## config.mk

```make
export PLATFORM = sky130hd
export DESIGN_NAME = usmg_div
export DESIGN_NICKNAME = d
export VERILOG_FILES = /design/src/usmg_pkg.sv /design/src/usmg_div.sv
export SDC_FILE = /design/constraint.sdc
export NUM_CORES = 2
export LEC_CHECK = 0
export BUFFER_PORTS_ARGS = -buffer_cell sky130_fd_sc_hd__buf_2
export CAP_MARGIN = 0
export CORE_MARGIN = 1
export CORE_UTILIZATION = 45
export CTS_CLUSTER_DIAMETER = 80
export DETAILED_ROUTE_END_ITERATION = 6
export GPL_TIMING_DRIVEN = 0
export SLEW_MARGIN = 0
export SYNTH_ARGS = -nofsm -noshare
export SYNTH_HDL_FRONTEND = slang
export SYNTH_SLANG_ARGS = --single-unit
```

## constraint.sdc

```tcl
create_clock -name clk_i -period 4.3 [get_ports clk_i]
set_clock_uncertainty 0.1 [all_clocks]
set_input_delay 0.215 -clock clk_i [delete_from_list [all_inputs] [get_ports clk_i]]
set_output_delay 0.215 -clock clk_i [all_outputs]
set_load 0.02 [all_outputs]
```

## src/usmg_pkg.sv

```systemverilog
// shared types, constants and tables of the uv sphere mesh generator
package usmg_pkg;

  localparam int FRAC_BITS_DEF = 14;

  // configuration port
  localparam int CFG_IDX_W  = 2;
  localparam int CFG_DATA_W = 16;
  localparam logic [CFG_IDX_W-1:0] CFG_PARALLELS = 2'd0;
  localparam logic [CFG_IDX_W-1:0] CFG_MERIDIANS = 2'd1;
  localparam logic [CFG_IDX_W-1:0] CFG_RADIUS    = 2'd2;

  localparam logic [7:0]  PARALLELS_RST = 8'd16;
  localparam logic [7:0]  MERIDIANS_RST = 8'd16;
  localparam logic [7:0]  PARALLELS_MIN = 8'd2;
  localparam logic [7:0]  MERIDIANS_MIN = 8'd3;
  localparam logic [15:0] RADIUS_RST    = 16'd256;

  typedef enum logic {
    OP_VERTEX = 1'b0,
    OP_CELL   = 1'b1
  } opcode_e;

  // divider: 8 integer bits of dividend over a 32-bit phase fraction
  localparam int PHASE_W = 32;
  localparam int DIV_NW  = PHASE_W + 8;
  localparam int DIV_DW  = 9;

  // cordic in Q4.30
  localparam int CORDIC_STEPS = 24;
  localparam int CORDIC_W     = 34;
  localparam int CORDIC_FRAC  = 30;
  localparam int CORDIC_LAT   = CORDIC_STEPS + 2;
  localparam int MATH_LAT     = 4;
  localparam logic signed [CORDIC_W-1:0] CORDIC_GAIN = 34'sd652032874;
  localparam logic [PHASE_W-1:0] QUARTER_TURN = 32'h4000_0000;
  localparam logic [PHASE_W-1:0] HALF_TURN    = 32'h8000_0000;

  typedef struct packed {
    logic north;
    logic south;
  } usmg_pole_t;

  typedef struct packed {
    logic        valid;
    opcode_e     op;
    logic        north;
    logic        south;
    logic        two;
    logic [7:0]  ring;
    logic [7:0]  seg;
    logic [16:0] idx;
    logic [14:0] tex_u;
    logic [14:0] tex_v;
  } usmg_side_t;

  // arctangent of 2^-k as a phase (2^32 = full turn)
  function automatic logic [CORDIC_W-1:0] cordic_atan(input logic [4:0] k);
    logic [31:0] a;
    case (k)
      5'd0:  a = 32'h20000000;
      5'd1:  a = 32'h12E4051E;
      5'd2:  a = 32'h09FB385B;
      5'd3:  a = 32'h051111D4;
      5'd4:  a = 32'h028B0D43;
      5'd5:  a = 32'h0145D7E1;
      5'd6:  a = 32'h00A2F61E;
      5'd7:  a = 32'h00517C55;
      5'd8:  a = 32'h0028BE53;
      5'd9:  a = 32'h00145F2F;
      5'd10: a = 32'h000A2F98;
      5'd11: a = 32'h000517CC;
      5'd12: a = 32'h00028BE6;
      5'd13: a = 32'h000145F3;
      5'd14: a = 32'h0000A2FA;
      5'd15: a = 32'h0000517D;
      5'd16: a = 32'h000028BE;
      5'd17: a = 32'h0000145F;
      5'd18: a = 32'h00000A30;
      5'd19: a = 32'h00000518;
      5'd20: a = 32'h0000028C;
      5'd21: a = 32'h00000146;
      5'd22: a = 32'h000000A3;
      5'd23: a = 32'h00000051;
      default: a = 32'h0;
    endcase
    return {2'b00, a};
  endfunction

endpackage

```

## src/usmg_div.sv

```systemverilog
// pipelined restoring divider, one quotient bit per stage
module usmg_div import usmg_pkg::*; #(
  parameter int NW = DIV_NW,
  parameter int DW = DIV_DW
) (
  input  logic          clk_i,
  input  logic          en_i,
  input  logic [NW-1:0] num_i,
  input  logic [DW-1:0] den_i,
  output logic [NW-1:0] quot_o
);

  logic [DW-1:0] rem_q [NW];
  logic [NW-1:0] nq_q  [NW];
  logic [DW-1:0] den_q [NW];

  for (genvar k = 0; k < NW; k++) begin : g_step
    logic [DW-1:0] rem_in;
    logic [NW-1:0] nq_in;
    logic [DW-1:0] den_in;
    logic [DW:0]   trial;
    logic [DW:0]   diff;
    logic          ge;

    if (k == 0) begin : g_first
      assign rem_in = '0;
      assign nq_in  = num_i;
      assign den_in = den_i;
    end else begin : g_next
      assign rem_in = rem_q[k-1];
      assign nq_in  = nq_q[k-1];
      assign den_in = den_q[k-1];
    end

    assign trial = {rem_in, nq_in[NW-1]};
    assign ge    = trial >= {1'b0, den_in};
    assign diff  = trial - {1'b0, den_in};

    always_ff @(posedge clk_i) begin
      if (en_i) begin
        rem_q[k] <= ge ? diff[DW-1:0] : trial[DW-1:0];
        nq_q[k]  <= {nq_in[NW-2:0], ge};
        den_q[k] <= den_in;
      end
    end
  end

  assign quot_o = nq_q[NW-1];

endmodule

```

==> qor.yml <==
setup_path:
  path_cells: "dlygate4sd3_1 -> buf_12 -> buf_16 -> buf_16 -> buf_16 -> buf_16"
  crit_buf_inv: 6
  crit_path_top_delay_cell: "buf_16"
  critical_path.max_stage_delay_ps: 590
  critical_path.top_delay_family: "buffers and inverters"
  critPathCaptureType: "register"
  worstSetupStartpointType: "input pin"
  crit_arrival_ps: 4250
  crit_top_cell: "buf_16"
  critPathKind: "in -> reg"
  cp_max_fo: 175
  cp.required_ps: 4660
logic_synthesis:
  synth_most_common_cell: "edfxtp_1"
  synth_top_area_cell: "edfxtp_1"
  avgSynthCellArea_um2: 17.7
  syn_inst: 5030
  synth.distinct_cells: 71
  ys.flop_type: "edfxtp_1"
  syn_area_um2: 89100
  seq_area_frac_synth: 0.776
  synth_edf_count: 2302
  yosys_warnings: 0
  async_reset_ff_frac: 0
  syn_nets: 5472
  synth_top_area_frac: 0.776
  ys_ff_latch: 2302
  ys_top_cells_by_area: "edfxtp_1 (78%), ha_1 (5.0%), mux2_2 (2.2%), inv_1 (2.1%), a21oi_1 (1.2%)"
  netlist_top_cells_count: "edfxtp_1 (2302), inv_1 (490), ha_1 (353), a21oi_1 (221), mux2_2 (171)"
floorplanning:
  die-area_um2: 200000
  core_region_area_um2: 196000
  die_y_um: 447
  io_pins: 91
  rows: 162
  die_x_um: 447
  initial_core_util: 0.455
clocking:
  htree_levels: 4
  numCtsBuffers: 234
  clk-insertion-delay-late_ps: 840
  cts_resized: 0
  cts.sinks: 2302
  post_cts_buffers: 0
  hold_buffers: 98
  clk_pin_slew_ps: 60
  cts_buffer_depth: 3
  root_buffer: "clkbuf_16"
  cts_tree: "yes"
final_layout:
  nets: 5911
  n_antenna_cell: 0
  syn_to_final_growth_pct: 14.1
  multi_input_area_um2: 18000
  drive_gt1_frac: 0.122
  nFillCells: 15909
  seq_area_um2: 69100
route:
  wl_met2_um: 60600
  routed.top_layer: "met4"
  wirelength_um: 125000
  drt-initial-drc-count: 2747
  wl_met1_um: 55700
  met3_length_um: 4690
  dr.pass1.iters: 5
  viasPerCell: 4.96
  ant_nets: 0
  vias: 41111
  wl_per_cell_um: 15.1
  drc: 0
placed_design:
  portBuffers: 90
  gp_congestion: 0.836
  hpwl_um: 76700
  pre_cts_ws_ps: 153
global_route:
  grt_max_degree: 176
  grt_pass1_wl_um: 206000
  grt-ovfl-total: 0
  grt_pass1_vias: 41427
  track_usage: 0.125
  antenna_found_initial: 0
sta:
  setup_violations: 0
  setup_ws_ps: 410
  layout_min_cycle_time_ps: 3890
  slew_headroom: 0.265
  max_freq_mhz: 257
  tightestPinTransition_ps: 1100
  finalCritPeriodShare: 0.905
  drv_slew: 0
  rsz0062_at_grt: "no"
  setup_tns_ps: 0
  finalHoldViolCount: 0
min_path:
  hold_path.class: "in -> reg"
flow_run:
  maxCapViolations: 0
pwr:
  p_per_area_nw_per_um2: 634
  power_leakage_nw: 37.5
  totalPowerFinal_mw: 64.5
  ir_worst_vdd_uv: 391
run_status:
  status: "completed"
## kinds of logic after synthesis
| family | synth area share |
|---|---|
| DFF | 0.776 |
| AOI/OAI and AO/OA | 0.0583 |
| and+or+nand+nor | 0.0358 |
| buffers and inverters | 0.0224 |
| adders and majority gates | 0.0581 |
| muxes | 0.0313 |
| xor gates and xnor gates | 0.0185 |
## layout make-up
| type | count | share of cell area |
|---|---|---|
| clock buffers | 289 | 0.0598 |
| inverters | 495 | 0.0183 |
| multi-input cells | 2212 | 0.177 |
| clock inverters | 143 | 0.0129 |
| plain buffers | 21 | 0.00137 |
| well taps | 2624 | 0.0323 |
| repair buffers | 203 | 0.0183 |
| flip-flops and latches | 2302 | 0.680 |
## stage by stage
step                instance area [um^2]  cells  hold slack (ps)  utilization
detailed placement                 93300   7759              293        0.476
finish                            102000   8289              188        0.519
CTS                               102000   8289             60.2        0.519
floorplan                          89100   5030              214            -
global route                      102000   8289              150        0.519
global placement                   92900   7744              292        0.474
## sequential cells by signal (all words and copies together), names as in the netlist
| register | flops |
|---|---|
| rem_q | 351 |
| nq_q | 1600 |
| den_q | 351 |
## worst reg2reg max path, cell delays in order, from the launching register on
cell      delay [ps]
edfxtp_1         510
inv_1            100
ha_1             180
inv_1             60
fa_1             400
a21o_1           230
a221oi_1         490
o221ai_1         360
buf_2            300
a31o_2           230
## path summary, 6_finish.rpt
kind                                    from            to  slack (ps)  depth (start not counted)
worst max-delay path                    en_i  nq_q[4][313]         410                          6
worst min-delay path               num_i[39]   rem_q[0][0]         190                          4
worst max register to register  nq_q[3][239]  rem_q[3][61]        1110                          9
worst min register to register   nq_q[1][56]   nq_q[1][97]         270                          0
## layer usage
metal	vias up	global-route usage
li1	20177	-
met1	20036	0.162
met2	602	0.207
met3	296	0.0264
met4	0	0.0500
met5	-	0
## cell usage in the layout, fill, tap and decap left out, types with 20 or more instances in the layout
cell,instances
ha_1,353
edfxtp_1,2302
nand2b_1,28
fa_1,38
nor2_1,168
nand2_1,91
nor3_1,49
clkbuf_16,235
a221oi_1,28
a22oi_1,20
o21ai_0,127
buf_2,101
a31oi_1,25
a21o_1,95
nor2b_1,56
dlygate4sd3_1,98
o211ai_1,20
mux2i_1,54
clkinv_2,35
clkinv_1,68
xor2_1,66
nand3_1,122
a21oi_1,221
and3_1,30
inv_1,490
xnor2_1,122
clkbuf_1,55
mux2_2,171
o31ai_1,34
## power breakdown
group | internal [mW] | switching (mW)
Combinational | 7.03 | 8.06
Sequential | 28.8 | 1.29
Clock | 11.0 | 8.24
No activity file was read; power rests on OpenSTA's default activity.
