[config.mk]
export PLATFORM = sky130hd
export DESIGN_NAME = usmg_math
export DESIGN_NICKNAME = d
export VERILOG_FILES = /design/src/usmg_pkg.sv /design/src/usmg_math.sv
export SDC_FILE = /design/constraint.sdc
export NUM_CORES = 2
export LEC_CHECK = 0
export BUFFER_PORTS_ARGS = -buffer_cell sky130_fd_sc_hd__buf_2
export CAP_MARGIN = 20
export CORE_MARGIN = 5
export CORE_UTILIZATION = 67
export DETAILED_ROUTE_END_ITERATION = 7
export GPL_TIMING_DRIVEN = 0
export PLACE_DENSITY = 0.84
export SYNTH_ARGS = -nofsm -noshare
export SYNTH_HDL_FRONTEND = slang
export SYNTH_SLANG_ARGS = --single-unit
[constraint.sdc]
create_clock -name clk_i -period 16.36 [get_ports clk_i]
set_input_delay 0 -clock clk_i [delete_from_list [all_inputs] [get_ports clk_i]]
set_output_delay 0 -clock clk_i [all_outputs]
set_load 0.005 [all_outputs]
[src/usmg_pkg.sv]
// shared types, constants and tables of the uv sphere mesh generator
package usmg_pkg;

  localparam int FRAC_BITS_DEF = 14;

  // configuration port
  localparam int CFG_IDX_W  = 2;
  localparam int CFG_DATA_W = 16;
  localparam logic [CFG_IDX_W-1:0] CFG_PARALLELS = 2'd0;
  localparam logic [CFG_IDX_W-1:0] CFG_MERIDIANS = 2'd1;
  localparam logic [CFG_IDX_W-1:0] CFG_RADIUS    = 2'd2;

  localparam logic [7:0]  PARALLELS_RST = 8'd16;
  localparam logic [7:0]  MERIDIANS_RST = 8'd16;
  localparam logic [7:0]  PARALLELS_MIN = 8'd2;
  localparam logic [7:0]  MERIDIANS_MIN = 8'd3;
  localparam logic [15:0] RADIUS_RST    = 16'd256;

  typedef enum logic {
    OP_VERTEX = 1'b0,
    OP_CELL   = 1'b1
  } opcode_e;

  // divider: 8 integer bits of dividend over a 32-bit phase fraction
  localparam int PHASE_W = 32;
  localparam int DIV_NW  = PHASE_W + 8;
  localparam int DIV_DW  = 9;

  // cordic in Q4.30
  localparam int CORDIC_STEPS = 24;
  localparam int CORDIC_W     = 34;
  localparam int CORDIC_FRAC  = 30;
  localparam int CORDIC_LAT   = CORDIC_STEPS + 2;
  localparam int MATH_LAT     = 4;
  localparam logic signed [CORDIC_W-1:0] CORDIC_GAIN = 34'sd652032874;
  localparam logic [PHASE_W-1:0] QUARTER_TURN = 32'h4000_0000;
  localparam logic [PHASE_W-1:0] HALF_TURN    = 32'h8000_0000;

  typedef struct packed {
    logic north;
    logic south;
  } usmg_pole_t;

  typedef struct packed {
    logic        valid;
    opcode_e     op;
    logic        north;
    logic        south;
    logic        two;
    logic [7:0]  ring;
    logic [7:0]  seg;
    logic [16:0] idx;
    logic [14:0] tex_u;
    logic [14:0] tex_v;
  } usmg_side_t;

  // arctangent of 2^-k as a phase (2^32 = full turn)
  function automatic logic [CORDIC_W-1:0] cordic_atan(input logic [4:0] k);
    logic [31:0] a;
    case (k)
      5'd0:  a = 32'h20000000;
      5'd1:  a = 32'h12E4051E;
      5'd2:  a = 32'h09FB385B;
      5'd3:  a = 32'h051111D4;
      5'd4:  a = 32'h028B0D43;
      5'd5:  a = 32'h0145D7E1;
      5'd6:  a = 32'h00A2F61E;
      5'd7:  a = 32'h00517C55;
      5'd8:  a = 32'h0028BE53;
      5'd9:  a = 32'h00145F2F;
      5'd10: a = 32'h000A2F98;
      5'd11: a = 32'h000517CC;
      5'd12: a = 32'h00028BE6;
      5'd13: a = 32'h000145F3;
      5'd14: a = 32'h0000A2FA;
      5'd15: a = 32'h0000517D;
      5'd16: a = 32'h000028BE;
      5'd17: a = 32'h0000145F;
      5'd18: a = 32'h00000A30;
      5'd19: a = 32'h00000518;
      5'd20: a = 32'h0000028C;
      5'd21: a = 32'h00000146;
      5'd22: a = 32'h000000A3;
      5'd23: a = 32'h00000051;
      default: a = 32'h0;
    endcase
    return {2'b00, a};
  endfunction

endpackage

[src/usmg_math.sv]
// normal and position arithmetic after the sine and cosine units
module usmg_math import usmg_pkg::*; #(
  parameter int FRAC_BITS = FRAC_BITS_DEF
) (
  input  logic                        clk_i,
  input  logic                        en_i,
  input  logic signed [FRAC_BITS+1:0] ct_i,
  input  logic signed [FRAC_BITS+1:0] st_i,
  input  logic signed [FRAC_BITS+1:0] cp_i,
  input  logic signed [FRAC_BITS+1:0] sp_i,
  input  usmg_pole_t                  pole_i,
  input  logic [15:0]                 radius_i,
  output logic signed [23:0]          pos_x_o,
  output logic signed [23:0]          pos_y_o,
  output logic signed [23:0]          pos_z_o,
  output logic signed [15:0]          norm_x_o,
  output logic signed [15:0]          norm_y_o,
  output logic signed [15:0]          norm_z_o
);

  localparam int NW = FRAC_BITS + 2;
  localparam int PW = 2 * NW;
  localparam int QW = NW + 17;
  localparam logic signed [PW-1:0] HALF_N = PW'(64'd1 << (FRAC_BITS - 1));
  localparam logic signed [NW-1:0] ONE_N  = NW'(64'd1 << FRAC_BITS);
  localparam logic signed [QW-1:0] HALF_P = QW'(128);

  logic signed [PW-1:0] px_q, py_q;
  logic signed [NW-1:0] ct_q;
  usmg_pole_t           pole_q;

  logic signed [PW-1:0] rx, ry;
  logic signed [NW-1:0] nx_q, ny_q, nz_q;

  logic signed [QW-1:0] rad_s;
  logic signed [QW-1:0] qx_q, qy_q, qz_q;
  logic signed [NW-1:0] nx2_q, ny2_q, nz2_q;

  logic signed [QW-1:0] sx, sy, sz;

  // stage 1: products
  always_ff @(posedge clk_i) begin
    if (en_i) begin
      px_q   <= PW'(st_i) * PW'(cp_i);
      py_q   <= PW'(st_i) * PW'(sp_i);
      ct_q   <= ct_i;
      pole_q <= pole_i;
    end
  end

  // stage 2: rounding and pole override
  assign rx = (px_q + HALF_N) >>> FRAC_BITS;
  assign ry = (py_q + HALF_N) >>> FRAC_BITS;

  always_ff @(posedge clk_i) begin
    if (en_i) begin
      if (pole_q.north || pole_q.south) begin
        nx_q <= '0;
        ny_q <= '0;
        nz_q <= pole_q.north ? ONE_N : -ONE_N;
      end else begin
        nx_q <= NW'(rx);
        ny_q <= NW'(ry);
        nz_q <= ct_q;
      end
    end
  end

  // stage 3: scale by radius
  assign rad_s = QW'(signed'({1'b0, radius_i}));

  always_ff @(posedge clk_i) begin
    if (en_i) begin
      qx_q  <= QW'(nx_q) * rad_s;
      qy_q  <= QW'(ny_q) * rad_s;
      qz_q  <= QW'(nz_q) * rad_s;
      nx2_q <= nx_q;
      ny2_q <= ny_q;
      nz2_q <= nz_q;
    end
  end

  // stage 4: round to Q(24-F).F
  assign sx = (qx_q + HALF_P) >>> 8;
  assign sy = (qy_q + HALF_P) >>> 8;
  assign sz = (qz_q + HALF_P) >>> 8;

  always_ff @(posedge clk_i) begin
    if (en_i) begin
      pos_x_o  <= 24'(sx);
      pos_y_o  <= 24'(sy);
      pos_z_o  <= 24'(sz);
      norm_x_o <= 16'(nx2_q);
      norm_y_o <= 16'(ny2_q);
      norm_z_o <= 16'(nz2_q);
    end
  end

endmodule

==> summary.md <==
| Metric | Value |
|---|---|
| Max incr delay on CP | `0.67 ns` |
| Fin. max-slew vios | `0` |
| Worst clock skew | `0.03104 ns` |
| DRC | `0` |
| Setup Viol. Count Final | `0` |
| Total grt overflow | `0` |
| IO Pins | `204` |
| Fin. Hold Viols | `0` |
| Number of port buffers | `188` |
| Root buffer cell | `clkbuf_16` |
| Core area | `a little over 80000 um2` |
| R2r endpoint | `qx_q[31]` |
| CTS tree | `done` |
| Crit-path leading delay family | `adder cells` |
| Yosys warns | `0` |
| First-pass GRT wire length | `~240 mm` |
| Die height | `298.5 um` |
| WP depth | `21` |
| Drt total wl | `150.9 mm` |
| Hold Path Class | `input port to flip-flop` |
| Synth top area share | `38.51%` |
| Reg2reg start | `nx_q[15]` |
| Syn Std Cell Area | `between 50000 and 60000 um2` |
| Worst endpoint required time | `16.67 ns` |
| Vias per cell | `5.729` |
| Largest net degree at the start of global routing | `roughly 130` |
| Post-route cell area | `about 60000 um2` |
| Final Non-Filler Cells | `around 7000` |
| DP Cell Count | `6821` |
| Vias | `39600` |
| Final nets | `between 7000 and 8000` |
| Slew headroom | `25.21%` |
| CP Launch Point | `nx_q[15]` |
| Initial Util | `67.72%` |
| 1st-pass router iterations | `6` |
| Fmax | `~140 MHz` |
| Final Cycle Share | `44.73%` |
| Yosys cell types | `69` |
| Num Clock Sinks | `~340` |
| Worst Setup EP | `qx_q[31]` |
| R2R setup slack | `9.04 ns` |
| Hpwl dp | `122.3 mm` |
| Primary FF master, synth | `edfxtp_1` |
| Post-synthesis async set-or-reset flop share | `0%` |
| Vias in the first global route | `42980` |
| Total negative slack | `0 ns` |
| Mapped Cells | `5560` |
| Setup CP Type | `flip-flop to flip-flop` |
| Max_cap viols | `0` |
| Worst-Skew Late Latency | `0.57 ns` |
| DP Area | `58130 um2` |
| Most frequent cell after synthesis | `inv_1` |
| Slew of the pin with the lowest slew margin | `1.122 ns` |
| RSZ-0062 raised after global routing | `no` |
| ANT nets after route | `0` |
| Layout cells sized above 1 | `4.697%` |
| Top post-synthesis cells by area | `fa_1, edfxtp_1, ha_1` |
| Worst path bufs/invs | `5` |
| CP Cell Sequence | `clkbuf_1, clkinv_1, nor2_1, fa_1, fa_1, fa_1, fa_1, inv_1, fa_1, fa_1, inv_1, ha_1, a211oi_1, o21ai_0, a221oi_1, o31ai_1, clkbuf_4, o2111ai_4, a31oi_4, nor4_1, nor3_2` |
| Worst R2R Path Depth | `21` |
| Clk slew on worst S/H paths | `0.07 ns` |
| Post-layout min period | `7.318 ns` |
| GP Congestion | `1.010` |
| Initial antenna violation count | `7` |
| CTS H-tree lvls | `2` |
| TritonCTS buffer count | `35` |
| Post-synthesis sequential area ratio | `18.46%` |
| Max stage delay cell, worst path | `edfxtp_1` |
| Average size of a mapped cell | `10.03 um2` |
| Worst endpoint data arrival time | `7.63 ns` |
| Most frequent cells after synthesis | `inv_1, fa_1, nand2_1` |
| Synth area leader | `fa_1` |
| WL per Instance | `between 20 and 25 um` |
| Initial DRC count | `3050` |
| Post-synth net total | `just over 7000` |
| Total die area | `89130 um2` |
| Num rows | `105` |
| Seq cells post-synth | `around 340` |
| Critical Path End Type | `flip-flop` |
| Worst-path fanout max | `10` |
| EDFF count, synth | `about 340` |
| Die width | `298.5 um` |
| Status | `finished clean` |
| Clock Tree Buf Depth | `3` |
| Total global-route track usage | `34.72%` |
| CP Launch Type | `flip-flop` |
| Most used cell, CP | `fa_1` |
| Synth-to-Final Area Change | `6.915%` |
## per-stage QoR
stage | hold slack, ns | setup slack [ns] | utilization, %
2_1_floorplan | 0.09887 | 10.26 | -
3_3_place_gp | 0.1772 | 8.897 | 70.49
3_5_place_dp | 0.1782 | 8.685 | 70.57
4_1_cts | 0.007972 | 8.867 | 72.33
5_1_grt | 0.03844 | 8.779 | 72.38
6_report | 0.009445 | 9.042 | 72.40
## what timing repair did
item                                   4_1_cts  5_1_grt
hold buffers                                18        0
setup endpoints to repair                    0        0
resized for setup                            0        0
buffers inserted                             0        0
endpoints found under the hold margin       18        0
## cells by family after synthesis
family | synth area share [%]
AO/OA/AOI/OAI | 3.250
XOR/XNOR | 3.501
adder cells (fa/ha/maj) | 49.70
buffers and inverters | 10.08
flip-flops | 18.46
multiplexers | 0.01794
AND/OR/NAND/NOR | 14.99
## per-layer routing
metal	up-vias	GRT usage (%)	share of wire [%]
li1	17220	-	-
met1	19750	43.59	36
met2	2090	57.25	47
met3	539	7.201	9.8
met4	4	18.49	7.0
met5	-	0	0.018
## cell type report
type                       count  area, um2
tap                         1070       1339
inverter                    1278       4797
timing repair buffer         212       1227
clock buffer                  42      944.7
buffer                       218      823.3
multi-input combinational   3721      39860
sequential                   343      10300
clock inverter                20      324.1
fill                        5958      22730
antenna                        9      22.52
## worst min-delay path by stage
stage / startpoint / slack, ns / depth (start not counted) / endpoint
6_report: en_i / 0.009 / 1 / norm_z_o[7]
5_1_grt: en_i / 0.04 / 1 / pos_z_o[1]
2_1_floorplan: ct_i[0] / 0.1 / 0 / ct_q[0]
4_1_cts: en_i / 0.008 / 1 / ct_q[4]
3_5_place_dp: ct_i[13] / 0.18 / 1 / ct_q[13]
3_3_place_gp: ct_i[10] / 0.18 / 1 / ct_q[10]
## cell usage in the layout, fill, tap and decap left out, types with 8 or more instances in the layout
master,synthesis,layout
dlygate4sd3_1,0,18
a21o_1,35,35
nor2_1,154,154
a21oi_1,72,72
diode_2,0,9
nor3_1,28,28
nand2b_1,48,48
buf_2,1,188
o21a_1,22,22
and2_1,619,619
and3_1,29,29
bufinv_16,0,8
o21ai_0,40,40
ha_1,499,499
nand2_1,661,661
xnor2_1,148,148
fa_1,1073,1073
inv_1,1275,1275
a31oi_1,10,10
clkbuf_16,0,37
clkbuf_1,214,219
nand3_1,58,58
xor2_1,75,75
nand4_1,30,30
and4_1,12,12
edfxtp_1,343,343
## worst register-to-register path: stages, from the launching register on
cell       delay [ns]
edfxtp_1         0.67
clkbuf_1         0.52
clkinv_1         0.57
nor2_1           0.27
fa_1             0.47
fa_1             0.54
fa_1             0.46
fa_1             0.39
inv_1            0.08
fa_1             0.44
fa_1             0.49
inv_1            0.04
ha_1             0.32
a211oi_1         0.30
o21ai_0          0.16
a221oi_1         0.25
o31ai_1          0.11
clkbuf_4         0.20
o2111ai_4        0.26
a31oi_4          0.15
nor4_1           0.27
nor3_2           0.09
## sequential cells by signal (all words and copies together), names as in the netlist, 17 cells and up
register	count
pos_z_o	24
qy_q	25
pos_y_o	24
qx_q	25
qz_q	25
pos_x_o	24
px_q	17
py_q	17
Power is not shown: default switching activity piles up to over one toggle a cycle in this logic, so the estimate is an artifact.
